[src/hsv2rgb_pkg.sv]
// Shared widths, constants and a helper function for the HSV to RGB converter.
package hsv2rgb_pkg;

  // Field widths of the pixel items.
  localparam int HUE_W   = 16;
  localparam int LEVEL_W = 8;

  // Hue times six: three sector bits above the sixteen fraction bits.
  localparam int SECT_W  = 3;
  localparam int HUE6_W  = HUE_W + SECT_W;

  // Full-scale level and the number of hue sectors.
  localparam int FULL_LEVEL = 255;
  localparam int SECTORS    = 6;

  // Scaled denominator 255 * 2^16 and the width that holds it.
  localparam int SCALE_W = LEVEL_W + HUE_W;
  localparam logic [SCALE_W-1:0] SCALE_ONE = SCALE_W'(FULL_LEVEL * (2 ** HUE_W));

  // Width of a level times a scaled term.
  localparam int PROD_W = LEVEL_W + SCALE_W;

  // Hue sector codes, named by the hue range they cover.
  localparam logic [SECT_W-1:0] SECT_RED_YELLOW    = 3'd0;
  localparam logic [SECT_W-1:0] SECT_YELLOW_GREEN  = 3'd1;
  localparam logic [SECT_W-1:0] SECT_GREEN_CYAN    = 3'd2;
  localparam logic [SECT_W-1:0] SECT_CYAN_BLUE     = 3'd3;
  localparam logic [SECT_W-1:0] SECT_BLUE_MAGENTA  = 3'd4;

  // Floor of m / 255 for any m up to 255 * 255, by the add-and-shift identity.
  function automatic logic [LEVEL_W-1:0] div255(input logic [2*LEVEL_W-1:0] m);
    logic [2*LEVEL_W:0] sum;
    sum = {1'b0, m} + (2*LEVEL_W+1)'(m[2*LEVEL_W-1:LEVEL_W]) + (2*LEVEL_W+1)'(1);
    return sum[2*LEVEL_W-1:LEVEL_W];
  endfunction

endpackage

[src/hsv2rgb_if.sv]
// Valid/ready channel interfaces for the HSV pixel input and the RGB pixel output.
interface hsv2rgb_hsv_if
  import hsv2rgb_pkg::*;
();
  logic               valid;
  logic               ready;
  logic [HUE_W-1:0]   hue;
  logic [LEVEL_W-1:0] saturation;
  logic [LEVEL_W-1:0] brightness;

  modport source (output valid, output hue, output saturation, output brightness,
                  input ready);
  modport sink   (input valid, input hue, input saturation, input brightness,
                  output ready);
endinterface

interface hsv2rgb_rgb_if
  import hsv2rgb_pkg::*;
();
  logic               valid;
  logic               ready;
  logic [LEVEL_W-1:0] red;
  logic [LEVEL_W-1:0] green;
  logic [LEVEL_W-1:0] blue;

  modport source (output valid, output red, output green, output blue, input ready);
  modport sink   (input valid, input red, input green, input blue, output ready);
endinterface

[src/hsv_to_rgb_converter.sv]
// HSV to RGB pixel converter: a four-stage pipeline from hue/saturation/value to RGB.
// Each accepted item is registered in stages 1, 2 and 3 and then in the output register,
// where its result is shown until it is taken.
// Throughput: one item per cycle; the whole pipeline advances together and holds
// while the output register is full and not taken.
// Reset (synchronous, active high) clears the stage valid bits; data regs are not reset.
module hsv_to_rgb_converter
  import hsv2rgb_pkg::*;
(
  input  logic          clk,
  input  logic          rst,
  hsv2rgb_hsv_if.sink   hsv,
  hsv2rgb_rgb_if.source rgb
);

  // The pipeline moves when the output register is empty or is being taken.
  logic advance;
  assign advance   = !rgb.valid || rgb.ready;
  assign hsv.ready = advance;

  // Stage 1: hue times six, inputs carried along.
  logic               s1_valid;
  logic [HUE6_W-1:0]  s1_hue6;
  logic [LEVEL_W-1:0] s1_sat;
  logic [LEVEL_W-1:0] s1_bri;

  always_ff @(posedge clk) begin
    if (rst) begin
      s1_valid <= 1'b0;
    end else if (advance) begin
      s1_valid <= hsv.valid;
    end
    if (advance) begin
      s1_hue6 <= HUE6_W'(hsv.hue) * HUE6_W'(SECTORS);
      s1_sat  <= hsv.saturation;
      s1_bri  <= hsv.brightness;
    end
  end

  // Stage 2: saturation times fraction, forming the three scaled factors.
  logic [SCALE_W-1:0] sat_frac;
  logic [LEVEL_W-1:0] sat_inv;
  assign sat_frac = SCALE_W'(s1_sat) * SCALE_W'(s1_hue6[HUE_W-1:0]);
  assign sat_inv  = LEVEL_W'(FULL_LEVEL) - s1_sat;

  logic               s2_valid;
  logic [SECT_W-1:0]  s2_sect;
  logic [LEVEL_W-1:0] s2_bri;
  logic [LEVEL_W-1:0] s2_fp;
  logic [SCALE_W-1:0] s2_fq;
  logic [SCALE_W-1:0] s2_ft;

  always_ff @(posedge clk) begin
    if (rst) begin
      s2_valid <= 1'b0;
    end else if (advance) begin
      s2_valid <= s1_valid;
    end
    if (advance) begin
      s2_sect <= s1_hue6[HUE6_W-1:HUE_W];
      s2_bri  <= s1_bri;
      s2_fp   <= sat_inv;
      s2_fq   <= SCALE_ONE - sat_frac;
      s2_ft   <= {sat_inv, {HUE_W{1'b0}}} + sat_frac;
    end
  end

  // Stage 3: brightness times each factor, dropping the sixteen fraction bits.
  logic [PROD_W-1:0]    prod_q;
  logic [PROD_W-1:0]    prod_t;
  logic [2*LEVEL_W-1:0] prod_p;
  assign prod_q = PROD_W'(s2_bri) * PROD_W'(s2_fq);
  assign prod_t = PROD_W'(s2_bri) * PROD_W'(s2_ft);
  assign prod_p = (2*LEVEL_W)'(s2_bri) * (2*LEVEL_W)'(s2_fp);

  logic                 s3_valid;
  logic [SECT_W-1:0]    s3_sect;
  logic [LEVEL_W-1:0]   s3_bri;
  logic [2*LEVEL_W-1:0] s3_mp;
  logic [2*LEVEL_W-1:0] s3_mq;
  logic [2*LEVEL_W-1:0] s3_mt;

  always_ff @(posedge clk) begin
    if (rst) begin
      s3_valid <= 1'b0;
    end else if (advance) begin
      s3_valid <= s2_valid;
    end
    if (advance) begin
      s3_sect <= s2_sect;
      s3_bri  <= s2_bri;
      s3_mp   <= prod_p;
      s3_mq   <= prod_q[PROD_W-1:HUE_W];
      s3_mt   <= prod_t[PROD_W-1:HUE_W];
    end
  end

  // Stage 4: divide by 255 and route the levels to channels by sector.
  logic [LEVEL_W-1:0] lvl_p;
  logic [LEVEL_W-1:0] lvl_q;
  logic [LEVEL_W-1:0] lvl_t;
  logic [LEVEL_W-1:0] red_next;
  logic [LEVEL_W-1:0] green_next;
  logic [LEVEL_W-1:0] blue_next;

  assign lvl_p = div255(s3_mp);
  assign lvl_q = div255(s3_mq);
  assign lvl_t = div255(s3_mt);

  always_comb begin
    unique case (s3_sect)
      SECT_RED_YELLOW: begin
        red_next = s3_bri; green_next = lvl_t;  blue_next = lvl_p;
      end
      SECT_YELLOW_GREEN: begin
        red_next = lvl_q;  green_next = s3_bri; blue_next = lvl_p;
      end
      SECT_GREEN_CYAN: begin
        red_next = lvl_p;  green_next = s3_bri; blue_next = lvl_t;
      end
      SECT_CYAN_BLUE: begin
        red_next = lvl_p;  green_next = lvl_q;  blue_next = s3_bri;
      end
      SECT_BLUE_MAGENTA: begin
        red_next = lvl_t;  green_next = lvl_p;  blue_next = s3_bri;
      end
      default: begin
        red_next = s3_bri; green_next = lvl_p;  blue_next = lvl_q;
      end
    endcase
  end

  // Output register, held while the result is not taken.
  always_ff @(posedge clk) begin
    if (rst) begin
      rgb.valid <= 1'b0;
    end else if (advance) begin
      rgb.valid <= s3_valid;
    end
    if (advance) begin
      rgb.red   <= red_next;
      rgb.green <= green_next;
      rgb.blue  <= blue_next;
    end
  end

endmodule

[src/flat_wrapper.sv]
// flat-port wrapper written by rule: the top's interface ports become plain ports
module hsv_to_rgb_converter_flat import hsv2rgb_pkg::*;
  (clk, rst, hsv_valid, hsv_hue, hsv_saturation, hsv_brightness, hsv_ready, rgb_valid, rgb_red, rgb_green, rgb_blue, rgb_ready);
  hsv2rgb_hsv_if hsv_i ();
  hsv2rgb_rgb_if rgb_i ();
  input  logic clk;
  input  logic rst;
  input wire logic [$bits(hsv_i.valid)-1:0] hsv_valid;
  input wire logic [$bits(hsv_i.hue)-1:0] hsv_hue;
  input wire logic [$bits(hsv_i.saturation)-1:0] hsv_saturation;
  input wire logic [$bits(hsv_i.brightness)-1:0] hsv_brightness;
  output wire logic [$bits(hsv_i.ready)-1:0] hsv_ready;
  output wire logic [$bits(rgb_i.valid)-1:0] rgb_valid;
  output wire logic [$bits(rgb_i.red)-1:0] rgb_red;
  output wire logic [$bits(rgb_i.green)-1:0] rgb_green;
  output wire logic [$bits(rgb_i.blue)-1:0] rgb_blue;
  input wire logic [$bits(rgb_i.ready)-1:0] rgb_ready;
  assign hsv_i.valid = hsv_valid;
  assign hsv_i.hue = hsv_hue;
  assign hsv_i.saturation = hsv_saturation;
  assign hsv_i.brightness = hsv_brightness;
  assign hsv_ready = hsv_i.ready;
  assign rgb_valid = rgb_i.valid;
  assign rgb_red = rgb_i.red;
  assign rgb_green = rgb_i.green;
  assign rgb_blue = rgb_i.blue;
  assign rgb_i.ready = rgb_ready;
  hsv_to_rgb_converter u_core (.clk(clk), .rst(rst), .hsv(hsv_i), .rgb(rgb_i));
endmodule
[config.mk]
export PLATFORM = sky130hd
export DESIGN_NAME = hsv_to_rgb_converter_flat
export DESIGN_NICKNAME = d
export VERILOG_FILES = /design/src/hsv2rgb_pkg.sv /design/src/hsv2rgb_if.sv /design/src/hsv_to_rgb_converter.sv /design/src/flat_wrapper.sv
export SDC_FILE = /design/constraint.sdc
export NUM_CORES = 1
export LEC_CHECK = 0
export ABC_AREA = 1
export ABC_CLOCK_PERIOD_IN_PS = 9400
export BUFFER_PORTS_ARGS = -buffer_cell sky130_fd_sc_hd__buf_4
export CORE_UTILIZATION = 30
export CTS_CLUSTER_SIZE = 16
export DETAILED_ROUTE_END_ITERATION = 10
export HOLD_SLACK_MARGIN = 0.08
export PLACE_DENSITY = 0.51
export SETUP_SLACK_MARGIN = 0.3
export SLEW_MARGIN = 15
export SYNTH_ARGS = -nofsm -noshare
export SYNTH_HDL_FRONTEND = slang
export SYNTH_SLANG_ARGS = --single-unit
[constraint.sdc]
create_clock -name clk -period 9.4 [get_ports clk]
set_clock_uncertainty 0.2 [all_clocks]
set_input_delay 1.88 -clock clk [delete_from_list [all_inputs] [get_ports clk]]
set_output_delay 1.88 -clock clk [all_outputs]
set_load 0.01 [all_outputs]
---- Word-level counts from Yosys, hierarchy flattened ----
Index checks and enable logic that the tools add are counted.
operators by class
  reduce and logical (&&, ||, !) cells .... 7
  equal/unequal tests ..................... 4
  $mul .................................... 5
  muxes and demuxes ....................... 3
  add/sub/neg operators ................... 9
operators by type and width
  cell                                                                  count
  8-bit one-hot mux with 3 select lines                                 3
  8-bit by 24-bit multiplier with 32-bit output                         2
  16-bit by 1-bit adder with 16-bit output, second input constant       3
  16-bit by 8-bit adder with 16-bit output                              3
  24-bit adder                                                          1
  24-bit subtractor, first input constant                               1
  8-bit by 15-bit multiplier with 23-bit output                         1
  16-bit by 2-bit multiplier with 18-bit output, second input constant  1
  8-bit by 8-bit multiplier with 16-bit output                          1
  2-bit OR reduction                                                    4
  8-bit subtractor, first input constant                                1
  3-bit by 2-bit == test with 1-bit output, second input constant       2
  3-bit by 1-bit == test with 1-bit output, second input constant       1
  3-bit == test, second input constant                                  1
  3-bit logical NOT                                                     1
  1-bit logical NOT                                                     1
  1-bit logical OR                                                      1
word-level totals
  register bits ........................... 188
  output and inout bits ................... 26
  input port bits ......................... 36

---- Logic depth before layout (Yosys ltp) ----
Gate-level depths: netlist of the first run.
  depth in word-level cells ............... 3
  mapped depth ............................ 31
  mapped depth without buffers ............ 29

---- Worst setup path before layout of the first run ----
No wires, ideal clock.
  kind .................................... input to output
  start point ............................. input port rgb_ready
  end point ............................... output port hsv_ready
  buffers on the path ..................... 0
  setup slack ............................. 1762 ps
  arrival time ............................ 5558 ps
  stages .................................. 2
  cells stage by stage .................... nor2_1 -> inv_1
between the ends
  longest elaborated chain between the ends .. 1
RTL lines
  element           RTL line                    text
  from (decl)       flat_wrapper.sv:17          input wire logic [$bits(rgb_i.ready)-1:0] rgb_ready;
  1-bit logical OR  hsv_to_rgb_converter.sv:18  assign advance = !rgb.valid || rgb.ready;
  to (decl)         flat_wrapper.sv:12          output wire logic [$bits(hsv_i.ready)-1:0] hsv_ready;
No other way between the ends.

---- Final worst setup path of the first run ----
  start point ............................. register u_core.s1_sat[7]
  end point ............................... register u_core.s2_ft[23] (data pin)
between the ends
  longest elaborated chain between the ends .. 2
  elaborated cells on any way between the ends .. 3
  those cells by class .................... add/sub: 2; mul: 1
RTL lines
  element                                                                                   RTL line                                                text
  from (decl)                                                                               hsv_to_rgb_converter.sv:24                              logic [LEVEL_W-1:0] s1_sat;
  from (signal assigned)                                                                    hsv_to_rgb_converter.sv:35                              s1_sat <= hsv.saturation;
  8-bit by 15-bit multiplier with 23-bit output / 8-bit subtractor (equally long branches)  hsv_to_rgb_converter.sv:43, hsv_to_rgb_converter.sv:44
  24-bit adder (*)                                                                          hsv_to_rgb_converter.sv:64                              s2_ft <= {sat_inv, {HUE_W{1'b0}}} + sat_frac;
  to (signal assigned)                                                                      hsv_to_rgb_converter.sv:64
  to (decl)                                                                                 hsv_to_rgb_converter.sv:51                              logic [SCALE_W-1:0] s2_ft;
Mark *: on every way between the ends. The rest lies on a longest branch, timed or not.
A chain may end at the register's enable or synchronous reset.

==> results of run 1 <==
final timing paths:
check,startpoint,endpoint,slack (ns)
worst min-delay path,u_core.s1_bri[1],u_core.s2_bri[1],0.22
worst min register to register,u_core.s1_bri[1],u_core.s2_bri[1],0.22
worst max register to register,u_core.s1_sat[7],u_core.s2_ft[23],3.46
worst max-delay path,u_core.s1_sat[7],u_core.s2_ft[23],3.46
state kept, by name (all words and copies together) (netlist names):
| signal | cells |
|---|---|
| u_core.s3_mq | 16 |
| u_core.rgb.red | 8 |
| u_core.s3_bri | 8 |
| u_core.s1_valid | 1 |
| u_core.s2_valid | 1 |
| u_core.s2_fp | 8 |
| u_core.s3_mp | 16 |
| u_core.rgb.valid | 1 |
| u_core.rgb.green | 8 |
| u_core.s3_sect | 3 |
| u_core.s2_ft | 23 |
| u_core.s3_mt | 16 |
| u_core.rgb.blue | 8 |
| u_core.s1_bri | 8 |
| u_core.s1_sat | 8 |
| u_core.s1_hue6 | 18 |
| u_core.s2_sect | 3 |
| u_core.s2_bri | 8 |
| u_core.s2_fq | 22 |
| u_core.s3_valid | 1 |
worst max-delay path, stage by stage (launching register included):
cell      delay (ns)
edfxtp_1        0.82
nand2_1         0.10
inv_1           0.11
fa_1            0.41
fa_1            0.51
fa_1            0.54
inv_1           0.05
fa_1            0.52
inv_1           0.04
ha_1            0.41
nand2_1         0.10
nor2_1          0.20
nand3_1         0.13
nand3_1         0.12
nand2_1         0.10
nand2_1         0.07
nand2_1         0.05
and2_1          0.15
ha_1            0.33
nand2_1         0.10
inv_1           0.04
nand4_1         0.08
o211ai_1        0.12
xor2_1          0.17
xor2_1          0.19
metal layers:
metal	wire length [um]	vias to the layer above	global-route usage
li1	-	10213	-
met1	33000	9912	0.218
met2	31100	375	0.259
met3	3060	49	0.0215
met4	1070	0	0.0375
met5	0	-	0
cell families after synthesis:
family	Yosys count	synth area share
buffers and inverters	958	0.136
DFF	185	0.205
and+or+nand+nor	1354	0.210
AOI/OAI and AO/OA	244	0.0500
adders and majority gates	587	0.375
xor gates and xnor gates	74	0.0241
cell type report:
class	instances	area, um2	area share
Multi-Input combinational cell	2259	17700	0.613
Sequential cell	185	5520	0.191
Inverter	825	3100	0.107
Tap cell	1165	1460	0.0504
Timing Repair Buffer	70	526	0.0182
Clock buffer	17	425	0.0147
Clock inverter	15	176	0.00610
placed cells by master, fill, tap and decap left out, drive strengths merged, types with 3 or more instances in the layout:
master  count
a21o        8
inv       833
clkinv      4
nand2     954
ha        221
nor2      134
nor3       25
a31oi      12
buf        70
xor2       50
o21ai      64
dfxtp       4
nand4      45
nor4        6
o21a        5
xnor2      24
fa        366
and2        3
clkbuf     17
o21bai      9
a21oi     130
a21boi      4
or2         4
o211ai      3
edfxtp    181
nand3     178
per-stage QoR:
stage          worst slack, ns  instances
3_3_place_gp              3.53       4504
2_1_floorplan             1.76       3402
5_1_grt                   3.02       4536
4_1_cts                   3.45       4536
6_report                  3.46       4536
3_5_place_dp              3.49       4504
==> key figures, run 1 <==
Status
  – Status: complete, but fails checks
  – Failing checks: design-rule violations

STA
  – Clock period minus worst slack: between 5 and 6 ns
  – Slew @ Worst Pin: ~1.1 ns
  – Rel. slew slack: 0.234
  – Fin crit share: 0.632
  – FMAX: roughly 0.17 GHz
  – RSZ-0062 raised after global routing: false
  – Number of setup violations in the final report: 0
  – Final TNS setup: 0 ns
  – Count of final hold-check violations: 0
  – Worst hold margin: 0.222 ns
  – Max Slew Vio Count: 0

Die
  – Die area: around 91000 um2
  – Initial Utilization: 0.303
  – Core area: 88600 um2
  – I/O Pins: 62
  – Floorplan die width: 301 um
  – FP Rows: 109
  – Die height: 301 um

Critical path
  – WS Path Type: flip-flop to flip-flop
  – Worst Path Required: 9.44 ns
  – Crit path arrival time: 5.98 ns
  – R2R depth: 24
  – Critical Path Fanout Max: 17
  – Startpoint Class: flip-flop
  – Crit. End Element: flip-flop

Routing
  – Drt total wl: slightly below 70 mm
  – Routed WL per cell: 15.0 um
  – Post-DRT Antenna Nets: 0
  – Drt pass-1 iters: 8
  – Via count: about 21000
  – DR DRC count: 10
  – Vias per cell: 4.53
  – Number of DRC markers in iteration 0: 1114

Synth
  – Leading cell types by count after synthesis: 938 x nand2_1, 822 x inv_1, 366 x fa_1, 221 x ha_1, 181 x edfxtp_1
  – Post-synthesis cell area: 26900 um2
  – #FFs+latches synth: 185
  – Register area share after synthesis: 0.205
  – Async set or reset register ratio after synthesis: 0
  – Gate Count Post-Synth: around 3400
  – Share of the synthesized area in the top cell type: 0.272
  – Top post-synthesis cells by area: fa_1 27%, edfxtp_1 20%, nand2_1 13%
  – Predominant post-synthesis flop cell: edfxtp_1
  – Unique cell type count in the Yosys netlist: 45
  – Area leader, netlist: fa_1
  – Mapped Nets: 4025
  – Cell with the most instances after synthesis: nand2_1
  – Syn_area_per_cell: between 7 and 8 um2
  – Post-synth EDFFs: 181
  – YS warnings: 0

CTS
  – TritonCTS clock tree: built
  – Hold buffers post-CTS: 0
  – Root buffer cell: clkbuf_16
  – # clock sinks: between 150 and 200
  – Post-CTS resize count: 0
  – # H-tree levels: 4
  – Worst-Skew Late Latency: 0.51 ns
  – Reg clk slew, reported paths: 0.08 ns
  – Clk buf depth: 2
  – Post-CTS Setup Repair Bufs: 0
  – Num CTS Buffers: 17

Placed design
  – DP Area: approximately 28000 um2
  – Post-DP HPWL: 54.1 mm
  – Port bufs: 61
  – Placer Congestion: between 0.8 and 0.9

Finish
  – Diodes inserted: 0
  – Area Overhead vs Synth: 7.57%
  – Core Util, Final: 0.326
  – Share of cells above drive strength 1: 0.0442
  – # fillers: 9496
  – Design area: a little under 30000 um2
  – Nets: 3981

GRT
  – Vias in the first global route: between 20000 and 25000
  – Largest net degree at the start of global routing: 123
  – Remaining Overflow, GRT: 0
  – First-pass GRT wire length: 113 mm
  – Global-route usage over all layers: 0.158
  – Antenna violations before repair: 0

Hold path
  – Hold path depth: 0
  – Min-Delay Path Class: flip-flop to flip-flop

Run
  – Max-cap violations: 0
Power of run 1 is left out: the tool's default activity adds up to more than one toggle a clock period on the data nets, which glitch-free logic cannot reach.
==> run 2: changes to the inputs <==
--- a/config.mk
+++ b/config.mk
@@ -6,7 +6,7 @@
 export NUM_CORES = 1
 export LEC_CHECK = 0
 export ABC_AREA = 1
-export ABC_CLOCK_PERIOD_IN_PS = 9400
+export ABC_CLOCK_PERIOD_IN_PS = 5800
 export BUFFER_PORTS_ARGS = -buffer_cell sky130_fd_sc_hd__buf_4
 export CORE_UTILIZATION = 30
 export CTS_CLUSTER_SIZE = 16
==> constraint.sdc (replaced) <==
create_clock -name clk -period 5.8 [get_ports clk]
set_clock_uncertainty 0.2 [all_clocks]
set_input_delay 1.16 -clock clk [delete_from_list [all_inputs] [get_ports clk]]
set_output_delay 1.16 -clock clk [all_outputs]
set_load 0.01 [all_outputs]
==> key figures, run 2 (synthesis gave the netlist of run 1 again) <==
Die
  – FP Rows: 109 (unchanged)
  – Initial Utilization: 0.303 (unchanged)
  – Floorplan die width: 301 um (unchanged)
  – Die height: 301 um (unchanged)
  – I/O Pins: 62 (unchanged)
  – Core area: 88600 um2 (unchanged)
  – Die area: 90900 um2 (unchanged)

STA
  – Worst hold margin: 0.215 ns (-0.00710 ns)
  – Count of final hold-check violations: 0 (unchanged)
  – RSZ-0062 raised after global routing: true
  – Max Slew Vio Count: 0 (unchanged)
  – Fin crit share: 0.923 (+0.290)
  – Number of setup violations in the final report: 0 (unchanged)
  – Clock period minus worst slack: 5.35 ns (-0.592 ns)
  – FMAX: 0.187 GHz (+11%)
  – Slew @ Worst Pin: 1.17 ns (+0.0257 ns)
  – Rel. slew slack: 0.217 (-0.0173)
  – Final TNS setup: 0 ns (unchanged)

Routing
  – Via count: 21035 (+2.4%)
  – Met2 wire len: 31.9 mm (+2.5%)
  – Post-DRT Antenna Nets: 0 (unchanged)
  – Drt total wl: 68.8 mm (+0.95%)
  – DR DRC count: 8 (-2)
  – Routed WL per cell: 15.0 um (-0.52%)
  – Drt pass-1 iters: 8 (unchanged)
  – Wire length on met3: 2.89 mm (-5.4%)
  – Top layer in use: met4
  – Vias per cell: 4.57 (+0.88%)
  – Met1 wire length: 33.3 mm (+0.86%)
  – Number of DRC markers in iteration 0: 1188 (+6.6%)

Finish
  – Share of cells above drive strength 1: 0.0971 (+0.0529)
  – Max reg flops: 23 (unchanged)
  – Regs by FF count: u_core.s2_ft x23, u_core.s2_fq x22, u_core.s1_hue6 x18
  – Diodes inserted: 0 (unchanged)
  – Nets: 4048 (+1.7%)
  – Commonest non-fill, non-tap cell in the layout: nand2_1
  – Most frequent cells in the layout: 896 x nand2_1, 802 x inv_1, 360 x fa_1
  – # fillers: 9376 (-1.3%)
  – Biggest register: u_core.s2_ft
  – Area Overhead vs Synth: 12.0%

GRT
  – First-pass GRT wire length: 113 mm (about the same)
  – Antenna violations before repair: 0 (unchanged)
  – Global-route usage over all layers: 0.158 (about the same)
  – Vias in the first global route: 21346 (+0.78%)
  – Largest net degree at the start of global routing: 156 (+27%)
  – Remaining Overflow, GRT: 0 (unchanged)

Status
  – Status: complete, but fails checks
  – Failing checks: design-rule violations

CTS
  – Hold buffers post-CTS: 0 (unchanged)
  – TritonCTS clock tree: built
  – Reg clk slew, reported paths: 0.08 ns (about the same)
  – Num CTS Buffers: 17 (unchanged)
  – Clk buf depth: 2 (unchanged)
  – # clock sinks: 185 (unchanged)
  – Worst-Skew Late Latency: 0.50 ns (about the same)
  – # H-tree levels: 4 (unchanged)
  – Root buffer cell: clkbuf_16

Critical path
  – Flop2flop setup slack: 0.45 ns (-3.01 ns)
  – Reg2reg end: u_core.s2_ft[23]
  – R2R depth: 27 (+13%)
  – Worst Path Required: 5.83 ns (-3.61 ns)
  – Setup crit end: u_core.s2_ft[23]
  – Startpoint Class: flip-flop
  – FF-to-FF Start: u_core.s1_sat[7]
  – Crit. End Element: flip-flop
  – WS Path Type: flip-flop to flip-flop
  – Worst Setup SP: u_core.s1_sat[7]
  – Crit path arrival time: 5.38 ns (-0.60 ns)
  – Critical Path Fanout Max: 6 (-11)

Hold path
  – Min-Delay Path Class: flip-flop to flip-flop

Placed design
  – Port bufs: 61 (unchanged)
  – Placer Congestion: 0.872 (-2.0%)
  – Post-DP HPWL: 55.3 mm (+2.4%)

Run
  – Max-cap violations: 0 (unchanged)
## run 2: final cells by class
class                   count  area (um2)  share of cell area
clock buffers              17         425              0.0141
clock inverters            15         156             0.00519
inverters                 825        3100               0.103
well taps                1165        1460              0.0484
flip-flops and latches    185        5520               0.183
repair buffers            137        1190              0.0396
multi-input cells        2259       18300               0.607
## run 2: repair_timing
item / in CTS / in global routing
resized for setup: 20 / 131
buffers inserted: 10 / 31
setup endpoints to repair: 4 / 4
pin swaps: 7 / 64
## run 2: worst min-delay path by stage
stage | from | to | slack, ns | cells after the start
floorplan | u_core.s1_bri[0] | u_core.s2_bri[0] | 0.20 | 0
global placement | u_core.s1_bri[3] | u_core.s2_bri[3] | 0.20 | 0
detailed placement | u_core.s1_bri[4] | u_core.s2_bri[4] | 0.20 | 0
CTS | u_core.s1_bri[4] | u_core.s2_bri[4] | 0.22 | 0
global route | u_core.s1_bri[4] | u_core.s2_bri[4] | 0.22 | 0
finish | u_core.s1_bri[4] | u_core.s2_bri[4] | 0.22 | 0
## run 2: through the flow
stage                     utilization  instance area [um2]  setup slack (ns)  cells
after floorplan                     -                26900             0.304   3402
after global placement          0.323                28600            0.0985   4530
after detailed placement        0.323                28600            0.0717   4530
after CTS                       0.332                29400             0.306   4572
after global routing            0.340                30100             0.237   4603
final                           0.340                30100             0.449   4603
## run 2: critical path, cell delays in order (launching register included)
cell and delay, ns:
edfxtp_1 0.44, buf_6 0.16, buf_6 0.11, nand2_2 0.05, inv_2 0.04, fa_1 0.55, fa_1 0.43, fa_1 0.51
inv_1 0.06, fa_1 0.51, inv_2 0.05, ha_4 0.32, nand2_4 0.08, nor2_4 0.12, inv_2 0.06, nor3_2 0.20
nand2_2 0.10, nand2_2 0.07, nand2_2 0.06, nand2_2 0.08, inv_2 0.05, ha_4 0.24, nand2_2 0.06, inv_1 0.03
nand4_1 0.08, o211ai_1 0.10, xor2_1 0.18, xor2_1 0.16
## run 2: metal layers
layer	vias to the layer above	global-route usage
met5	-	0
met4	0	0.0318
met3	50	0.0256
met2	405	0.260
met1	10227	0.217
li1	10353	-
Power of run 2 is left out for the same reason.
